[src/hdl/qps_pkg.sv]
`timescale 1ns / 1ps
// ----------------------------------------------------------------------------
// qps_pkg
// shared types and constants of the queue-proportional sampling scheduler
// ----------------------------------------------------------------------------
package qps_pkg;

  localparam int NUM_PORTS      = 16;
  localparam int PORT_W         = 4;
  localparam int COUNT_WIDTH    = 16;
  localparam int MAX_ITERATIONS = 8;
  localparam int TOTAL_W        = COUNT_WIDTH + PORT_W;
  localparam logic [31:0] LFSR_MASK = 32'h8020_0003;
  localparam logic [COUNT_WIDTH-1:0] COUNT_MAX = '1;

  localparam logic [1:0] POL_LONGEST  = 2'd0;
  localparam logic [1:0] POL_EARLIEST = 2'd1;
  localparam logic [1:0] POL_SHORTEST = 2'd2;
  localparam logic [1:0] POL_SMALLEST = 2'd3;

  localparam logic [1:0] REG_ITER   = 2'd0;
  localparam logic [1:0] REG_POLICY = 2'd1;
  localparam logic [1:0] REG_WOR    = 2'd2;
  localparam logic [1:0] REG_SEED   = 2'd3;

  localparam logic OP_ARRIVAL  = 1'b0;
  localparam logic OP_SCHEDULE = 1'b1;

  typedef struct packed {
    logic              op;
    logic [PORT_W-1:0] src_port;
    logic [PORT_W-1:0] dst_port;
  } in_item_t;

  typedef struct packed {
    logic [PORT_W-1:0] in_port;
    logic [PORT_W-1:0] out_port;
    logic              matched;
    logic              last;
  } out_item_t;

  // controller -> datapath
  typedef struct packed {
    logic arrive;       // apply arrival to the count store
    logic slot_init;    // clear match state for a new slot
    logic iter_init;    // clear proposals, draw start index
    logic sum_clear;    // clear running-sum accumulator
    logic sum_step;     // accumulate one leaf into the total
    logic draw;         // advance lfsr, compute sample point
    logic scan_clear;
    logic scan_step;    // walk one leaf of the running sum
    logic propose;      // record proposal and run the accept rule
    logic next_input;
    logic commit_step;  // commit one output's kept proposer
    logic final_read;   // read the matched queue of the current result row
    logic final_step;   // decrement one matched queue, emit one result
  } dp_cmd_t;

  // datapath -> controller
  typedef struct packed {
    logic in_matched;   // current input already matched
    logic total_zero;
    logic scan_hit;
    logic leaf_last;    // leaf counter at last port
    logic port_last;    // port walk at last element
    logic result_busy;  // output register still holds a result
  } dp_stat_t;

endpackage

[src/hdl/qps_controller.sv]
`timescale 1ns / 1ps
// ----------------------------------------------------------------------------
// qps_controller
// sequencer for arrivals, propose/accept iterations and result drain
// ----------------------------------------------------------------------------
module qps_controller (
  input  logic               clk,
  input  logic               rst,
  input  logic               in_valid,
  output logic               in_ready,
  input  logic               op,
  input  logic [3:0]         iteration_count,
  output qps_pkg::dp_cmd_t   cmd,
  input  qps_pkg::dp_stat_t  stat
);
  import qps_pkg::*;

  typedef enum logic [11:0] {
    S_IDLE   = 12'b000000000001,
    S_ARRIVE = 12'b000000000010,
    S_WRITE  = 12'b000000000100,
    S_ITER   = 12'b000000001000,
    S_CHECK  = 12'b000000010000,
    S_SUM    = 12'b000000100000,
    S_DRAW   = 12'b000001000000,
    S_SCAN   = 12'b000010000000,
    S_PROP   = 12'b000100000000,
    S_COMMIT = 12'b001000000000,
    S_FINAL  = 12'b010000000000,
    S_EMIT   = 12'b100000000000
  } state_t;

  state_t state, state_next;
  logic [3:0] iters, iters_next, it, it_next;
  logic [3:0] lim;

  assign lim = (iteration_count == 4'd0) ? 4'd1 :
               (iteration_count > 4'(MAX_ITERATIONS)) ? 4'(MAX_ITERATIONS) : iteration_count;
  assign in_ready = state == S_IDLE;

  always_comb begin
    state_next = state;
    iters_next = iters;
    it_next = it;
    cmd = '0;
    case (state)
      S_IDLE: if (in_valid) begin
        if (op == OP_SCHEDULE) begin
          cmd.slot_init = 1'b1;
          iters_next = lim;
          it_next = '0;
          state_next = S_ITER;
        end else state_next = S_ARRIVE;
      end
      S_ARRIVE: state_next = S_WRITE;   // read latency of the count store
      S_WRITE: begin
        cmd.arrive = 1'b1;
        state_next = S_IDLE;
      end
      S_ITER: begin
        cmd.iter_init = 1'b1;
        state_next = S_CHECK;
      end
      // the port counter wraps to zero on the way into the commit walk
      S_CHECK: begin
        if (stat.in_matched) begin
          if (stat.port_last) state_next = S_COMMIT;
          cmd.next_input = 1'b1;
        end else begin
          cmd.sum_clear = 1'b1;
          state_next = S_SUM;
        end
      end
      S_SUM: begin
        cmd.sum_step = 1'b1;
        if (stat.leaf_last) begin
          cmd.sum_step = 1'b1;
          state_next = S_DRAW;
        end
      end
      S_DRAW: begin
        if (stat.total_zero) begin
          cmd.next_input = 1'b1;
          if (stat.port_last) state_next = S_COMMIT;
          else state_next = S_CHECK;
        end else begin
          cmd.draw = 1'b1;
          cmd.scan_clear = 1'b1;
          state_next = S_SCAN;
        end
      end
      S_SCAN: begin
        cmd.scan_step = 1'b1;
        if (stat.leaf_last) begin
          cmd.scan_step = 1'b1;
          cmd.propose = 1'b0;
          state_next = S_PROP;
        end
      end
      S_PROP: begin
        cmd.propose = 1'b1;
        cmd.next_input = 1'b1;
        if (stat.port_last) state_next = S_COMMIT;
        else state_next = S_CHECK;
      end
      S_COMMIT: begin
        cmd.commit_step = 1'b1;
        if (stat.port_last) begin
          it_next = it + 4'd1;
          if (it + 4'd1 == iters) begin
            cmd.slot_init = 1'b0;
            state_next = S_FINAL;
          end else state_next = S_ITER;
        end
      end
      S_FINAL: begin
        cmd.final_read = 1'b1;
        state_next = S_EMIT;            // read latency
      end
      S_EMIT: if (!stat.result_busy) begin
        cmd.final_step = 1'b1;
        state_next = stat.port_last ? S_IDLE : S_FINAL;
      end else begin
        cmd.final_read = 1'b1;
      end
      default: state_next = S_IDLE;
    endcase
  end

  always_ff @(posedge clk) begin
    if (rst) begin
      state <= S_IDLE;
      iters <= 4'd1;
      it    <= '0;
    end else begin
      state <= state_next;
      iters <= iters_next;
      it    <= it_next;
    end
  end

endmodule
[config.mk]
export PLATFORM = sky130hd
export DESIGN_NAME = qps_controller
export DESIGN_NICKNAME = d
export VERILOG_FILES = /design/src/hdl/qps_pkg.sv /design/src/hdl/qps_controller.sv
export SDC_FILE = /design/constraint.sdc
export NUM_CORES = 1
export LEC_CHECK = 0
export BUFFER_PORTS_ARGS = -buffer_cell sky130_fd_sc_hd__buf_2
export CAP_MARGIN = 20
export CELL_PAD_IN_SITES_DETAIL_PLACEMENT = 1
export CELL_PAD_IN_SITES_GLOBAL_PLACEMENT = 2
export CORE_ASPECT_RATIO = 0.75
export CORE_MARGIN = 10
export CORE_UTILIZATION = 31
export DETAILED_ROUTE_END_ITERATION = 8
export PLACE_DENSITY_LB_ADDON = 0.08
export SLEW_MARGIN = 10
export SYNTH_ARGS = -nofsm -noshare
export SYNTH_HDL_FRONTEND = slang
export SYNTH_SLANG_ARGS = --single-unit
export TNS_END_PERCENT = 10
[constraint.sdc]
create_clock -name clk -period 2.4 [get_ports clk]
set_input_delay 0.48 -clock clk [delete_from_list [all_inputs] [get_ports clk]]
set_output_delay 0.48 -clock clk [all_outputs]
set_load 0.005 [all_outputs]
==> results.rst <==
.. list-table::
   :header-rows: 1

   * - Metric
     - Value
   * - Outcome
     - finished clean
   * - Global route total overflow
     - 0
   * - Pin count of the biggest net entering global routing
     - 16
   * - Crit start category
     - flip-flop
   * - Total inserted antenna cells
     - 0
   * - Overall die area
     - about 7600 um^2
   * - Proportion of netlist area held by the largest area contributor
     - 28.8%
   * - Clock sink count
     - 20
   * - Largest driver fanout on the critical path
     - 9
   * - Maximum clock skew at final layout
     - between 0.0015 and 0.002 ns
   * - Number of vias after detailed routing
     - 1415
   * - R2r setup slk
     - between 0.2 and 0.25 ns
   * - Buffer levels on the longest clock path
     - 2
   * - Maximum clock frequency
     - 434 MHz
   * - Final max-slew violation count
     - 0
   * - Total track usage
     - 11.6%
   * - Starting DRC count in detailed routing
     - 65
   * - Kind of end point of the critical path
     - output port
   * - Number of cells in the design after placement
     - 260
   * - Total of fill cells in the finished design
     - 533
   * - Detail-routed net length per standard cell
     - approximately 17 um
   * - Half-perimeter wire length after placement
     - between 3000 and 4000 um
   * - Least setup slack across all paths after layout
     - 0.0968 ns
   * - Static leakage
     - 0.733 nW
   * - EDFF count, synth
     - 0
   * - H-tree levels
     - 1
   * - Number of instances on the worst hold path
     - 2
   * - Routed Antenna Nets
     - 0
   * - Fin crit period
     - 2.30 ns
   * - Final instance count without filler cells
     - ~260
   * - Critical Path Start
     - state[8]$_SDFFE_PP0P_
   * - Launch instance of the worst register-to-register path
     - state[8]$_SDFFE_PP0P_
   * - Worst rel slew slack
     - 44.9%
   * - Setup Buffers After CTS
     - 0
   * - Wire length of the first global-routing pass
     - 7510 um
   * - Max-capacitance violation count
     - 0
   * - Number of cell rows
     - 20
   * - Reg-to-reg critical path endpoint
     - state[8]$_SDFFE_PP0P_
   * - Clk pin slew, worst setup/hold paths
     - 0.08 ns
   * - Setup TNS
     - 0 ns
   * - Place WS
     - 0.178 ns
   * - CTS Hold Bufs
     - 0
   * - Synthesized instance count
     - ~180
   * - Multi-input logic area
     - 940 um^2
   * - Ports
     - 28
   * - Data required time at the worst endpoint
     - 1.92 ns
   * - Flip-flop and latch count after synthesis
     - 20
   * - Count of endpoints failing setup in the final report
     - 0
   * - Pwr per Cell Area
     - 692 nW/um^2
   * - Post-Route WL
     - between 4000 and 5000 um
   * - Number of gates resized after CTS
     - 0
   * - Last weighted congestion value of the routability-driven placer
     - 0.824
   * - Distinct cell type count of the synthesized netlist
     - 46
   * - Vias in the first global route
     - about 1500
   * - Most area-consuming cells after synthesis
     - sky130_fd_sc_hd__dfxtp_1 29%, sky130_fd_sc_hd__nand3_1 5.0%, sky130_fd_sc_hd__nand2_1 4.9%
   * - Most used flip-flop cell after synthesis
     - sky130_fd_sc_hd__dfxtp_1
   * - Setup repair after global routing missed its margin
     - false
   * - Worst path arrival time
     - between 1.5 and 2 ns
   * - Mean area per synthesized cell
     - between 7 and 8 um^2
   * - Number of DRC violations after detailed routing
     - 0
   * - Cts bufs inserted
     - 3
   * - HP Start
     - op
   * - Die X-Extent
     - 97.3 um
   * - Source-to-sink clock delay at the later pin of the worst-skew pair
     - 0.26 ns
   * - Post-synthesis instance area
     - 1390 um^2
   * - Initial standard-cell utilization of the core
     - 33.2%
   * - Class of the tightest hold or removal check
     - input pin to flip-flop
   * - Initial antenna violation count
     - 0
   * - Sequential cell area
     - 405 um^2
   * - Count of yosys warnings during synthesis
     - 0
   * - Relative area change from synthesis to final layout
     - 23.9%
   * - Sink of the worst hold path
     - state[1]$_SDFFE_PP0P_
   * - Cell accounting for the most synthesized area
     - sky130_fd_sc_hd__dfxtp_1
   * - Post-route fraction of the period consumed by the critical path
     - 96.0%
   * - Maximum VDD drop
     - 396 uV
   * - Share of synthesized flip-flops with an asynchronous set or reset
     - 0%
   * - Port Buf Inserts
     - 26
   * - Share of layout cells above drive strength 1
     - 27.3%
   * - Height of the die
     - 78.0 um
   * - Number of iterations in the first detailed-routing pass
     - 4
   * - Final total power
     - 1.19 mW
   * - Actual slew at the worst max-slew pin
     - roughly 0.81 ns
   * - Part of the Yosys area used for sequential elements
     - 28.8%
   * - Vias per inst
     - ~5.4
   * - Number of hold-slack violations in the final timing report
     - 0
   * - CTS Root Buffer Type
     - sky130_fd_sc_hd__clkbuf_8
   * - TritonCTS clock tree
     - built
   * - Crit Path Category
     - flip-flop to output port
   * - Final net count
     - 225
   * - Number of cell instances on the worst register-to-register path
     - 5
   * - Total nets after synthesis
     - 194
   * - Core box area
     - between 4000 and 5000 um^2
per-stage QoR:
stage | utilization, % | hold WS (ns) | cell area, um^2
floorplan | - | 0.444 | 1390
global placement | 38.7 | 0.456 | 1620
detailed placement | 38.7 | 0.465 | 1620
CTS | 40.4 | 0.401 | 1690
global route | 41.2 | 0.411 | 1720
finish | 41.2 | 0.409 | 1720
cell families after synthesis:
| logic type | count (synthesis) | synth area share (%) |
|---|---|---|
| fa+ha+maj | 1 | 0.901 |
| buf+inv | 16 | 5.41 |
| flops | 20 | 28.8 |
| xor+xnor | 12 | 7.57 |
| mux | 1 | 0.721 |
| compound gates | 34 | 16.4 |
| simple gates | 95 | 40.2 |
routing by layer:
layer | global-route usage [%] | up-vias | part of all wire, %
li1 | - | 717 | -
met1 | 17.2 | 674 | 55
met2 | 16.4 | 22 | 40
met3 | 3.01 | 2 | 4.6
met4 | 1.30 | 0 | 0.22
met5 | 0 | - | 0
power breakdown:
group	total [mW]	switching (mW)	internal, mW
registers	0.402	0.0429	0.359
logic	0.446	0.254	0.192
clock network	0.342	0.120	0.223
final cells by class:
type | instances | share of cell area [%]
Multi-Input combinational cell | 143 | 54.6
Clock inverter | 1 | 1.75
Sequential cell | 20 | 23.6
Clock buffer | 3 | 2.40
Inverter | 4 | 0.873
Tap cell | 55 | 4.00
Timing Repair Buffer | 38 | 12.8
flip-flops by register name (all words and copies together) (netlist names):
signal / flops
it: 4
iters: 4
state: 12
worst max-delay path: stages (launching register included):
cell	delay [ns]
sky130_fd_sc_hd__dfxtp_1	0.39
sky130_fd_sc_hd__or4_4	0.60
sky130_fd_sc_hd__nor3_4	0.23
sky130_fd_sc_hd__nand3_1	0.16
sky130_fd_sc_hd__inv_1	0.07
sky130_fd_sc_hd__buf_2	0.11
worst max-delay path by stage:
stage,slack (ns),depth (start not counted),to
final,0.1,5,cmd[11]
after global routing,0.004,5,cmd[11]
after CTS,0.002,5,cmd[11]
after detailed placement,0.18,6,state[6]$_SDFFE_PP0P_
after global placement,0.23,5,state[6]$_SDFFE_PP0P_
after floorplan,0.29,5,cmd[7]
synth_stat cells (2+ instances only):
master,number
sky130_fd_sc_hd__xor2_1,6
sky130_fd_sc_hd__nor2b_1,5
sky130_fd_sc_hd__dfxtp_1,20
sky130_fd_sc_hd__and3b_1,2
sky130_fd_sc_hd__nor4_2,2
sky130_fd_sc_hd__o21ai_0,5
sky130_fd_sc_hd__nor3_1,8
sky130_fd_sc_hd__nand3b_1,3
sky130_fd_sc_hd__nor4_1,5
sky130_fd_sc_hd__nand2_1,18
sky130_fd_sc_hd__clkbuf_1,7
sky130_fd_sc_hd__or4_4,3
sky130_fd_sc_hd__nor4b_1,3
sky130_fd_sc_hd__inv_1,4
sky130_fd_sc_hd__nand3_1,14
sky130_fd_sc_hd__or3b_1,2
sky130_fd_sc_hd__a21o_1,2
sky130_fd_sc_hd__nor3b_1,5
sky130_fd_sc_hd__a21oi_1,12
sky130_fd_sc_hd__nor2_1,14
sky130_fd_sc_hd__or3_1,2
sky130_fd_sc_hd__buf_2,3
sky130_fd_sc_hd__a21boi_1,2
sky130_fd_sc_hd__o311ai_1,2
sky130_fd_sc_hd__xnor2_1,6
sky130_fd_sc_hd__o21a_1,4
layout by cell type (no fill, tap or decap), types with 2 or more instances in the layout:
cell and instances:
sky130_fd_sc_hd__buf_2 26, sky130_fd_sc_hd__nand2_1 18, sky130_fd_sc_hd__dfxtp_1 16, sky130_fd_sc_hd__nor2_1 14, sky130_fd_sc_hd__nand3_1 14, sky130_fd_sc_hd__a21oi_1 12, sky130_fd_sc_hd__buf_4 12, sky130_fd_sc_hd__nor3_1 7
sky130_fd_sc_hd__xnor2_1 6, sky130_fd_sc_hd__xor2_1 6, sky130_fd_sc_hd__nor2b_1 5, sky130_fd_sc_hd__nor4_1 5, sky130_fd_sc_hd__nor3b_1 5, sky130_fd_sc_hd__o21ai_0 5, sky130_fd_sc_hd__inv_1 4, sky130_fd_sc_hd__o21a_1 4
sky130_fd_sc_hd__dfxtp_2 4, sky130_fd_sc_hd__or4_4 3, sky130_fd_sc_hd__nand3b_1 3, sky130_fd_sc_hd__clkbuf_8 3, sky130_fd_sc_hd__and3b_1 2, sky130_fd_sc_hd__nor4b_1 2, sky130_fd_sc_hd__or3_1 2, sky130_fd_sc_hd__a21o_1 2
sky130_fd_sc_hd__o311ai_1 2, sky130_fd_sc_hd__a21boi_1 2, sky130_fd_sc_hd__or3b_1 2
(Power assumes the default switching activity.)
